<file path="src/rtl/assert_macros.svh">
// Assertion macros shared by the frame packetizer RTL.
`ifndef ASSERT_MACROS_SVH
`define ASSERT_MACROS_SVH

// Checked on every clock edge outside reset.
`define TFP_ASSERT(lbl, prop, msg) \
  lbl: assert property (@(posedge clk) disable iff (rst) prop) else $error(msg);

// Checked on every clock edge, reset included.
`define TFP_ASSERT_ALWAYS(lbl, prop, msg) \
  lbl: assert property (@(posedge clk) prop) else $error(msg);

`endif

</file>
<file path="src/rtl/tfp_pkg.sv">
// Package: constants, types and helper functions of the tensor frame packetizer.
package tfp_pkg;

  localparam int PAYLOAD_BYTES     = 1500;
  localparam int MIN_PAYLOAD_BYTES = 64;
  localparam int ELEMS_PER_FRAME   = (PAYLOAD_BYTES / 4) * 2;
  localparam int MIN_EVEN_BYTES    = (MIN_PAYLOAD_BYTES + 1) / 2 * 2;
  localparam int HDR_WORDS         = 7;

  localparam int MAC_W    = 48;
  localparam int TLEN_W   = 24;
  localparam int SAMPLE_W = 32;
  localparam int Q_W      = 16;
  localparam int SLOT_W   = $clog2(ELEMS_PER_FRAME + 1);
  localparam int BYTES_W  = $clog2(2 * ELEMS_PER_FRAME + 4);
  localparam int PAD_W    = $clog2(MIN_EVEN_BYTES / 2 + 1);
  localparam int WIDX_W   = $clog2(HDR_WORDS + 1 + MIN_EVEN_BYTES / 2 + 1);
  localparam int CFG_IDX_W = 2;

  localparam logic [MAC_W-1:0]  MAC_RST    = 48'h010203040506;
  localparam logic [TLEN_W-1:0] TENSOR_RST = 24'd1;

  // Register indexes of the config port
  localparam logic [CFG_IDX_W-1:0] REG_DEST_MAC        = 2'd0;
  localparam logic [CFG_IDX_W-1:0] REG_SOURCE_MAC      = 2'd1;
  localparam logic [CFG_IDX_W-1:0] REG_TENSOR_ELEMENTS = 2'd2;

  // Descriptor of one accepted sample: everything per sample that the word emitter needs
  typedef struct packed {
    logic [Q_W-1:0]     q;
    logic               hdr;
    logic [BYTES_W-1:0] hlen;
    logic [PAD_W-1:0]   pad;
    logic               fdone;
    logic               tdone;
  } job_t;

  // One 16-bit wire word with its markers
  typedef struct packed {
    logic [7:0] first;
    logic [7:0] second;
    logic       frame_end;
    logic       tensor_end;
    logic       run_last;
  } word_t;

  // Payload byte count: round 2*cnt up to a multiple of 4, then the minimum
  function automatic logic [BYTES_W-1:0] payload_for(input logic [SLOT_W-1:0] cnt);
    logic [BYTES_W-1:0] b;
    b = (BYTES_W'({cnt, 1'b0}) + BYTES_W'(3)) & ~BYTES_W'(3);
    if (b < BYTES_W'(MIN_EVEN_BYTES)) begin
      b = BYTES_W'(MIN_EVEN_BYTES);
    end
    return b;
  endfunction

  // Q16.16 -> Q8.8: (s + 128) / 256 toward zero, saturated
  function automatic logic [Q_W-1:0] to_q8_8(input logic signed [SAMPLE_W-1:0] s);
    logic signed [SAMPLE_W:0]   t;
    logic signed [SAMPLE_W:0]   u;
    logic signed [SAMPLE_W-8:0] q;
    logic [Q_W-1:0]             r;
    t = {s[SAMPLE_W-1], s} + 33'sd128;
    u = t[SAMPLE_W] ? (t + 33'sd255) : t;
    q = u[SAMPLE_W:8];
    if (q > 25'sd32767) begin
      r = 16'h7FFF;
    end else if (q < -25'sd32768) begin
      r = 16'h8000;
    end else begin
      r = q[Q_W-1:0];
    end
    return r;
  endfunction

endpackage

</file>
<file path="src/rtl/tfp_frame_ctl.sv">
// Frame and tensor position counters; builds the descriptor of each sample.
`include "assert_macros.svh"

module tfp_frame_ctl (
  input  logic                                   clk,
  input  logic                                   rst,
  input  logic                                   accept,
  input  logic signed [tfp_pkg::SAMPLE_W-1:0]    sample,
  input  logic        [tfp_pkg::TLEN_W-1:0]      tensor_elements,
  input  logic                                   reload,
  output tfp_pkg::job_t                          job
);
  import tfp_pkg::*;

  logic [TLEN_W-1:0] elements_left, elements_left_next;
  logic [SLOT_W-1:0] slot_in_frame, slot_in_frame_next;

  logic [TLEN_W-1:0]  tlen;
  logic [TLEN_W-1:0]  el;
  logic [TLEN_W-1:0]  el_dec;
  logic [SLOT_W-1:0]  cnt;
  logic [SLOT_W-1:0]  slot_inc;
  logic [BYTES_W-1:0] tail_bytes;
  logic [BYTES_W-1:0] pad_bytes;
  logic               tdone;
  logic               fdone;

  always_comb begin
    tlen       = (tensor_elements == '0) ? TLEN_W'(1) : tensor_elements;
    el         = (elements_left == '0) ? tlen : elements_left;
    el_dec     = el - TLEN_W'(1);
    cnt        = (el < TLEN_W'(ELEMS_PER_FRAME)) ? el[SLOT_W-1:0] : SLOT_W'(ELEMS_PER_FRAME);
    slot_inc   = slot_in_frame + SLOT_W'(1);
    tdone      = (el_dec == '0);
    fdone      = tdone || (slot_inc >= SLOT_W'(ELEMS_PER_FRAME));
    tail_bytes = payload_for(slot_inc);
    pad_bytes  = tail_bytes - BYTES_W'({slot_inc, 1'b0});

    job.q     = to_q8_8(sample);
    job.hdr   = (slot_in_frame == '0);
    job.hlen  = payload_for(cnt);
    job.pad   = fdone ? pad_bytes[PAD_W:1] : '0;
    job.fdone = fdone;
    job.tdone = tdone;

    slot_in_frame_next = fdone ? '0 : slot_inc;
    elements_left_next = tdone ? tlen : el_dec;
  end

  always_ff @(posedge clk) begin
    if (rst) begin
      elements_left <= TENSOR_RST;
      slot_in_frame <= '0;
    end else if (reload) begin
      elements_left <= tlen;
      slot_in_frame <= '0;
    end else if (accept) begin
      elements_left <= elements_left_next;
      slot_in_frame <= slot_in_frame_next;
    end
  end

  `TFP_ASSERT(a_slot_range, slot_in_frame < SLOT_W'(ELEMS_PER_FRAME), "slot past frame size")
  `TFP_ASSERT(a_left_nonzero, $past(accept) |-> elements_left != '0, "element count ran out")

endmodule

</file>
<file path="src/rtl/tfp_word_emit.sv">
// Sample descriptor register and wire word sequencer with output register.
`include "assert_macros.svh"

module tfp_word_emit (
  input  logic                          clk,
  input  logic                          rst,
  input  tfp_pkg::job_t                 job_in,
  input  logic                          job_load,
  output logic                          job_ready,
  input  logic [tfp_pkg::MAC_W-1:0]     dest_mac,
  input  logic [tfp_pkg::MAC_W-1:0]     source_mac,
  output logic                          word_valid,
  input  logic                          word_ready,
  output tfp_pkg::word_t                word
);
  import tfp_pkg::*;

  job_t              job;
  logic              job_valid;
  logic [WIDX_W-1:0] widx;

  logic              out_load;
  logic              emit;
  logic              at_last;
  logic [WIDX_W-1:0] last_idx;
  logic [WIDX_W-1:0] elem_idx;
  logic [15:0]       hdr_word;
  word_t             word_next;

  always_comb begin
    case (widx)
      WIDX_W'(0): hdr_word = dest_mac[47:32];
      WIDX_W'(1): hdr_word = dest_mac[31:16];
      WIDX_W'(2): hdr_word = dest_mac[15:0];
      WIDX_W'(3): hdr_word = source_mac[47:32];
      WIDX_W'(4): hdr_word = source_mac[31:16];
      WIDX_W'(5): hdr_word = source_mac[15:0];
      default:    hdr_word = 16'(job.hlen);
    endcase
  end

  always_comb begin
    out_load  = !word_valid || word_ready;
    emit      = job_valid && out_load;
    elem_idx  = job.hdr ? WIDX_W'(HDR_WORDS) : '0;
    last_idx  = elem_idx + WIDX_W'(job.pad);
    at_last   = (widx == last_idx);
    job_ready = !job_valid || (emit && at_last);

    if (job.hdr && (widx < WIDX_W'(HDR_WORDS))) begin
      word_next.first  = hdr_word[15:8];
      word_next.second = hdr_word[7:0];
    end else if (widx == elem_idx) begin
      word_next.first  = job.q[7:0];
      word_next.second = job.q[15:8];
    end else begin
      word_next.first  = '0;
      word_next.second = '0;
    end
    word_next.frame_end  = at_last && job.fdone;
    word_next.tensor_end = at_last && job.tdone;
    word_next.run_last   = at_last;
  end

  always_ff @(posedge clk) begin
    if (rst) begin
      job_valid  <= 1'b0;
      word_valid <= 1'b0;
    end else begin
      if (job_load) begin
        job_valid <= 1'b1;
      end else if (emit && at_last) begin
        job_valid <= 1'b0;
      end
      if (out_load) begin
        word_valid <= job_valid;
      end
    end
  end

  always_ff @(posedge clk) begin
    if (job_load) begin
      job  <= job_in;
      widx <= '0;
    end else if (emit) begin
      widx <= widx + WIDX_W'(1);
    end
    if (emit) begin
      word <= word_next;
    end
  end

  `TFP_ASSERT(a_widx_bound, job_valid |-> widx <= last_idx, "word index past end of item")
  `TFP_ASSERT(a_tensor_end_marks, word_valid && word.tensor_end |-> word.frame_end && word.run_last, "tensor end without frame end")
  `TFP_ASSERT(a_load_when_free, job_load |-> job_ready, "descriptor overwritten")
  `TFP_ASSERT_ALWAYS(a_reset_empty, rst |=> !word_valid && !job_valid, "not empty after reset")

endmodule

</file>
<file path="src/rtl/tensor_frame_packetizer.sv">
// Top level of the tensor frame packetizer: config registers and channel wiring.
//
// Input channel (sample_valid / sample_ready / sample): one signed Q16.16
// tensor element per transfer. Each element becomes a Q8.8 word,
// (sample + 128) / 256 rounded toward zero and saturated.
// Output channel (word_valid / word_ready): one 16-bit wire word per transfer,
// wire_byte_first then wire_byte_second. A frame is 7 header words (dest MAC,
// source MAC, big-endian payload length), up to 750 element words, then zero
// pad words; frame_end, tensor_end and run_last mark last words.
// Config port (cfg_we / cfg_index / cfg_data): 0 dest MAC, 1 source MAC,
// 2 tensor length; writing the length restarts the tensor and frame counts.
// An element waits in the descriptor register after its transfer; its first word is
// then valid in the output word register and can leave from there.
// With samples arriving and the receiver ready, the output is one wire word per
// cycle, set by the single output word register. An element mid-frame is 1 word;
// one opening a frame adds 7 header words, one closing it up to 31 pad words (39 max).
// sample_ready stays high while the descriptor register is free or drains now.
// Reset empties both registers and loads the default MACs and a length of 1.
// A stalled receiver holds the output word; the sequencer and input wait.
module tensor_frame_packetizer (
  input  logic                                clk,
  input  logic                                rst,
  input  logic                                sample_valid,
  output logic                                sample_ready,
  input  logic signed [tfp_pkg::SAMPLE_W-1:0] sample,
  output logic                                word_valid,
  input  logic                                word_ready,
  output logic [7:0]                          wire_byte_first,
  output logic [7:0]                          wire_byte_second,
  output logic                                frame_end,
  output logic                                tensor_end,
  output logic                                run_last,
  input  logic                                cfg_we,
  input  logic [tfp_pkg::CFG_IDX_W-1:0]       cfg_index,
  input  logic [tfp_pkg::MAC_W-1:0]           cfg_data
);
  import tfp_pkg::*;

  // Config registers
  logic [MAC_W-1:0]  dest_mac;
  logic [MAC_W-1:0]  source_mac;
  logic [TLEN_W-1:0] tensor_elements;

  logic  accept;
  logic  reload;
  job_t  job;
  word_t word;

  assign accept = sample_valid && sample_ready;
  assign reload = cfg_we && (cfg_index == REG_TENSOR_ELEMENTS);

  always_ff @(posedge clk) begin
    if (rst) begin
      dest_mac        <= MAC_RST;
      source_mac      <= MAC_RST;
      tensor_elements <= TENSOR_RST;
    end else if (cfg_we) begin
      unique case (cfg_index)
        REG_DEST_MAC:        dest_mac        <= cfg_data;
        REG_SOURCE_MAC:      source_mac      <= cfg_data;
        REG_TENSOR_ELEMENTS: tensor_elements <= cfg_data[TLEN_W-1:0];
        default: ;  // unmapped index: write is dropped
      endcase
    end
  end

  // Position counters; reload uses the new length, so feed it straight from the bus
  tfp_frame_ctl u_ctl (
    .clk             (clk),
    .rst             (rst),
    .accept          (accept),
    .sample          (sample),
    .tensor_elements (reload ? cfg_data[TLEN_W-1:0] : tensor_elements),
    .reload          (reload),
    .job             (job)
  );

  tfp_word_emit u_emit (
    .clk        (clk),
    .rst        (rst),
    .job_in     (job),
    .job_load   (accept),
    .job_ready  (sample_ready),
    .dest_mac   (dest_mac),
    .source_mac (source_mac),
    .word_valid (word_valid),
    .word_ready (word_ready),
    .word       (word)
  );

  assign wire_byte_first  = word.first;
  assign wire_byte_second = word.second;
  assign frame_end        = word.frame_end;
  assign tensor_end       = word.tensor_end;
  assign run_last         = word.run_last;

endmodule
</file>
<file path="config.mk">
export PLATFORM = sky130hd
export DESIGN_NAME = tensor_frame_packetizer
export DESIGN_NICKNAME = d
export VERILOG_FILES = /design/src/rtl/tfp_pkg.sv /design/src/rtl/tfp_frame_ctl.sv /design/src/rtl/tfp_word_emit.sv /design/src/rtl/tensor_frame_packetizer.sv
export VERILOG_INCLUDE_DIRS = /design/src /design/src/rtl
export SDC_FILE = /design/constraint.sdc
export NUM_CORES = 1
export LEC_CHECK = 0
export BUFFER_PORTS_ARGS = -buffer_cell sky130_fd_sc_hd__buf_2
export CAP_MARGIN = 20
export CORE_ASPECT_RATIO = 1.25
export CORE_MARGIN = 2
export CORE_UTILIZATION = 61
export CTS_BUF_LIST = sky130_fd_sc_hd__clkbuf_8 sky130_fd_sc_hd__clkbuf_16
export DETAILED_ROUTE_END_ITERATION = 8
export GPL_TIMING_DRIVEN = 0
export PLACE_DENSITY = 0.81
export SLEW_MARGIN = 10
export SYNTH_ARGS = -nofsm -noshare
export SYNTH_HDL_FRONTEND = slang
export SYNTH_HIERARCHICAL = 1
export SYNTH_SLANG_ARGS = --single-unit
</file>
<file path="constraint.sdc">
create_clock -name clk -period 6.8 [get_ports clk]
set_input_delay 1.02 -clock clk [delete_from_list [all_inputs] [get_ports clk]]
set_output_delay 1.02 -clock clk [all_outputs]
set_load 0.01 [all_outputs]
</file>
# == Yosys cells after proc, flatten, opt, wreduce, memory -nomap -nowiden ==
# Cells that the tools add are included.
# word_totals
reg_bits,217
latchBits,0
ramBits,0
rom_bits,0
input_bits,87
out_inout_bits,21
wordCells,86
memories,0
# op_classes
n_addsub,9
mul,0
div,0
order_cmp,7
eq_ne,9
shift,0
muxes,17
n_bitwise,0
reduce_logical,24
# op_table
op,n
2-to-1 mux 24 bit,6
case mux 16 bit (6 select lines),1
logical NOT 24 bit,3
2-to-1 mux 16 bit,3
"adder 32 x 9 -> 33 bit, second input constant",1
"adder 33 x 9 -> 33 bit, second input constant",1
2-to-1 mux 33 bit,1
"> comparator 25 x 16 -> 1 bit, second input constant",1
"< comparator 25 x 16 -> 1 bit, second input constant",1
"< comparator 24 x 10 -> 1 bit, second input constant",1
"subtractor 24 x 1 -> 24 bit, second input constant",1
"adder 11 x 2 -> 11 bit, second input constant",2
"< comparator 11 x 7 -> 1 bit, second input constant",2
2-to-1 mux 10 bit,2
"equality test 6 x 2 -> 1 bit, second input constant",2
"equality test 6 x 3 -> 1 bit, second input constant",2
equality test 6 bit,2
"adder 10 x 1 -> 10 bit, second input constant",1
"greater-or-equal comparator 10 bit, second input constant",1
logical NOT 10 bit,1
logical AND 1 bit,7
2-to-1 mux 7 bit,1
subtractor 7 bit,1
"adder 6 x 1 -> 6 bit, second input constant",1
other kinds (14),21

# == Longest topological paths before layout ==
# depth
depth_word,11
ltp_mapped,22
depth_no_buf,18

# == Modules after synthesis ==
# Netlist, hierarchy kept.
# modules_own_cells
mod,instances,cells_per_inst,area_each_um2,seq_area_each_um2
tfp_frame_ctl,1,816,5585.4,680.7
tensor_frame_packetizer,1,479,5129.9,2402.3
tfp_word_emit,1,283,3188.1,1811.7

# == Worst setup path after synthesis ==
# No wires, ideal clock.
# synth_path
path_type,input -> register
start,input port cfg_index[0] in the netlist's numbering
end,register u_ctl.elements_left[3]
setup_time_ns,0.119
t_arrival_ns,5.857
required_time_ns,6.681
path_slack_ns,0.824
cell_stages,19
path_buffers,2
path_cell_list,nand3b_1 > buf_6 > inv_2 > buf_6 > mux2_1 > nor4_1 > nand4_1 > o21bai_1 > a21oi_1 > ha_1 > nor4b_1 > and2_1 > o211ai_4 > mux2_4 > or4_4 > nor4_4 > and3_4 > mux2_2 > o221a_2
# synth_between
elab_chain_len,11
word_cells_on_any_way,12
cone_classes,1 x add/sub; 1 x eq/ne; 6 x mux; 4 x reduce/logical
# synth_rtl
element,line,source
start: declaration,tensor_frame_packetizer.sv:34,"input logic [tfp_pkg::CFG_IDX_W-1:0] cfg_index,"
equality test 2 bit *,tensor_frame_packetizer.sv:50,assign reload = cfg_we && (cfg_index == REG_TENSOR_ELEMENTS);
logical AND 1 bit *,tensor_frame_packetizer.sv:50,
2-to-1 mux 24 bit,tensor_frame_packetizer.sv:73,".tensor_elements (reload ? cfg_data[TLEN_W-1:0] : tensor_elements),"
logical NOT 24 bit,tfp_frame_ctl.sv:29,tlen = (tensor_elements == '0) ? TLEN_W'(1) : tensor_elements;
2-to-1 mux 24 bit,tfp_frame_ctl.sv:29,
2-to-1 mux 24 bit,tfp_frame_ctl.sv:30,el = (elements_left == '0) ? tlen : elements_left;
subtractor 24 x 1 -> 24 bit,tfp_frame_ctl.sv:31,el_dec = el - TLEN_W'(1);
logical NOT 24 bit,tfp_frame_ctl.sv:34,tdone = (el_dec == '0);
2-to-1 mux 24 bit,tfp_frame_ctl.sv:47,elements_left_next = tdone ? tlen : el_dec;
2-to-1 mux 24 bit,tfp_frame_ctl.sv:57,end else if (accept) begin
2-to-1 mux 24 bit,tfp_frame_ctl.sv:54,end else if (reload) begin
end signal: assignment,tfp_frame_ctl.sv:55,elements_left <= tlen;
end signal: assignment,tfp_frame_ctl.sv:58,elements_left <= elements_left_next;
end: declaration,tfp_frame_ctl.sv:15,"logic [TLEN_W-1:0] elements_left, elements_left_next;"
# Mark *: on every way between the ends. The rest lies on a longest branch, timed or not. The select of a mux whose other input is x is not followed.
# A chain may end at the register's enable or synchronous reset.

# == Worst setup path after layout ==
# layout_path
start,input port cfg_index[0] in the netlist's numbering
end,"register u_emit/job[7] in the netlist's numbering, data pin"
# layout_between
elab_chain_len,9
# layout_rtl
element,line,source
equality test 2 bit *,tensor_frame_packetizer.sv:50,
logical AND 1 bit *,tensor_frame_packetizer.sv:50,
2-to-1 mux 24 bit *,tensor_frame_packetizer.sv:73,
logical NOT 24 bit,tfp_frame_ctl.sv:29,
2-to-1 mux 24 bit *,tfp_frame_ctl.sv:29,
2-to-1 mux 24 bit *,tfp_frame_ctl.sv:30,
subtractor 24 x 1 -> 24 bit *,tfp_frame_ctl.sv:31,
logical NOT 24 bit *,tfp_frame_ctl.sv:34,
logical OR 1 bit *,tfp_frame_ctl.sv:35,fdone = tdone || (slot_inc >= SLOT_W'(ELEMS_PER_FRAME));
end signal: assignment,tfp_word_emit.sv:83,job <= job_in;
end: declaration,tfp_word_emit.sv:18,job_t job;
# Mark *: on every way between the ends. The rest lies on a longest branch, timed or not.

==> results.cfg <==
[placed_design]
dp_hpwl_mm = 32.86
io_buffers = 103
gp_congestion = 0.9700
dpl_cell_area_um2 = 14780

[power_and_ir_drop]
p_leak_nw = 6.082
ir_worst_vdd_mv = 0.2882
totalPowerFinal_w = 0.003672
p_per_area_nw_per_um2 = 235.3

[logic_synthesis]
synthFlopType = dfxtp_1
synth_area_leader_cell = dfxtp_1
synth_edf_count = 55
ys_seq_elements = 217
synth_commonest_cells = 162 x dfxtp_1, 153 x nand2b_1, 133 x mux2i_1
yosysMostFrequentCell = dfxtp_1
synth_cell_types = 98
synthArstFlopShare = 0
yosysSeqAreaShare = 0.3521
synth_top_area_frac = 0.2333
syn_area_um2 = 13900
syn_inst = 1578
yosysWarnings = 6
synth.area.top_cells = dfxtp_1 23%, edfxtp_1 12%, mux2i_1 9.6%
synth_area_per_cell_um2 = 8.811

[setup_path]
cp-start-kind = input port
cp_max_fo = 10
cp.arrival_ps = 6940
critPathCaptureType = flip-flop
rrSetupSlack_ps = 910
crit_type = input port to flip-flop
critPathRequiredTime_ps = 7120

[global_route]
grt_pass1_wl_mm = 67.77
overflow = 0
grt_max_degree = 39
antenna_found_initial = 0
grt_pass1_vias = 12589
grt_use_total = 0.3479

[sta]
hold_viol = 0
post-route-min-period_ps = 6622
clock_skew_ps = 9.364
fin_crit_sh = 0.9738
max_freq_mhz = 151.0
tns_ps = 0
rsz0062_at_grt = no
tightest_slew_ps = 833.1
finalMaxSlewViolations = 0
max_slew_margin = 0.4395
setup_viol_count_final = 0

[clock_network]
cts_buffer_depth = 3
h-tree-depth = 1
clk_pin_slew_ps = 60
cts-root-buf = clkbuf_16
cts_tree = done
clk_latency_ps = 520
cts_buffers = 23
cts_setup_buffers = 0
cts.sinks = 217

[status]
run_status = finished clean

[detailed_routing]
drtIter0Drc = 1360
antenna_left = 0
remaining_drc_errors = 0
vias = 13019
dr.pass1.iters = 6
wl_per_cell_um = 21.67
vias_per_cell = 6.484
wirelength_mm = 43.52

[floorplanning]
die_w_um = 139.0
num_rows = 61
initial_core_util = 0.6238
die_area_um2 = 24020
core_um2 = 22290
fp.dieH_um = 172.8
ios = 108

[final_layout]
n_fill_cell = 1760
nets = 1816
syn_to_final_growth_pct = 12.23
drive_gt1_frac = 0.1304
n_antenna_cell = 0
fin_area_um2 = 15600

[job]
cap_violations = 0

[worst_hold_path]
hold_class = flip-flop to flip-flop
==> worst max-delay path, cell delays in order <==
cell and delay, ps:
buf_2 120, nand3b_1 180, buf_6 170, inv_2 100, buf_6 170, mux2_1 540
nor4_2 600, nand4_1 300, o21bai_1 490, a21oi_1 240, ha_1 270, nor4b_2 200
and2_1 280, o211ai_4 160, mux2_4 340, or4_4 530, nor4_4 370, a31oi_2 280
buf_2 300, nor3_1 270
==> stage by stage <==
step / util / hold WS (ps) / cells / setup slack (ps)
2_1_floorplan: - / 444.5 / 1579 / 824.1
3_3_place_gp: 0.6630 / 455.5 / 1965 / -378.8
3_5_place_dp: 0.6631 / 459.9 / 1965 / -409.6
4_1_cts: 0.6991 / 475.4 / 2007 / 91.29
5_1_grt: 0.7001 / 492.5 / 2008 / 40.64
6_report: 0.7001 / 471.0 / 2008 / 178.2
==> where the power goes <==
| group | leakage [nW] | internal [W] | switching (W) |
|---|---|---|---|
| sequential | 1.83 | 0.00142 | 0.0000691 |
| combinational | 3.84 | 0.000314 | 0.000549 |
| clock | 0.405 | 0.000778 | 0.000543 |
==> cell type report <==
type,instances,area (µm²),share of cell area
buffer,111,541.8,0.03472
sequential,217,4895,0.3137
multi-input combinational,1224,8389,0.5376
clock buffer,28,666.9,0.04274
timing repair buffer,104,520.5,0.03336
inverter,27,101.3,0.006495
clock inverter,14,135.1,0.008660
tap,283,354.1,0.02269
==> routing by layer <==
| metal | wire length, µm | part of all wire | global-route usage |
|---|---|---|---|
| met2 | 20890 | 0.48 | 0.5936 |
| met5 | 0 | 0 | 0 |
| met3 | 2988 | 0.069 | 0.04237 |
| met1 | 16960 | 0.39 | 0.4268 |
| met4 | 2678 | 0.062 | 0.1928 |
==> logic make-up after synthesis <==
group / synth area share
simple gates: 0.2460
buf+inv: 0.04626
flops: 0.3521
compound gates: 0.1665
fa+ha+maj: 0.02016
other cells: 0.0002697
mux: 0.1171
xor+xnor: 0.05166
==> state kept, by name (all words and copies together), names as in the netlist <==
name	flops
dest_mac	48
source_mac	48
u_emit/job	36
tensor_elements	24
u_ctl/elements_left	24
u_emit/word	19
u_ctl/slot_in_frame	10
u_emit/widx	6
u_emit/job_valid	1
u_emit/word_valid	1
==> layout by cell type, fill, tap and decap left out, types with 8 or more instances in the layout <==
master / count
nand2_1: 103
xnor2_1: 57
a21o_1: 9
and3_1: 12
a21oi_1: 80
nand2b_1: 153
o22ai_1: 10
nand4_1: 27
a211oi_1: 30
ha_1: 20
and2_1: 12
buf_4: 12
edfxtp_1: 55
a31oi_1: 16
clkbuf_1: 69
nand3b_1: 8
o211ai_1: 11
mux2i_1: 133
inv_1: 25
dfxtp_1: 162
buf_2: 123
nor4_1: 33
o21ai_0: 63
or3_1: 13
clkbuf_16: 25
mux2_1: 23
nor3b_1: 8
nor3_1: 35
nand3_1: 41
a22oi_1: 33
xor2_1: 25
nor2_1: 115
a222oi_1: 13
==> worst paths after layout <==
| path | startpoint | end | cells past startpoint |
|---|---|---|---|
| hold / removal | tensor_elements[1] | tensor_elements[1] | 2 |
| setup / recovery | cfg_index[0] | u_emit/job[7] | 20 |
| setup reg to reg | u_ctl/elements_left[3] | u_emit/job[7] | 17 |
| hold reg to reg | tensor_elements[1] | tensor_elements[1] | 2 |
==> what timing repair did <==
| action | 4_1_cts | 5_1_grt |
|---|---|---|
| resized for setup | 0 | 3 |
| endpoints found under the setup margin | 0 | 23 |
| hold buffers | 0 | 0 |
No activity file was read; power rests on OpenSTA's default activity.
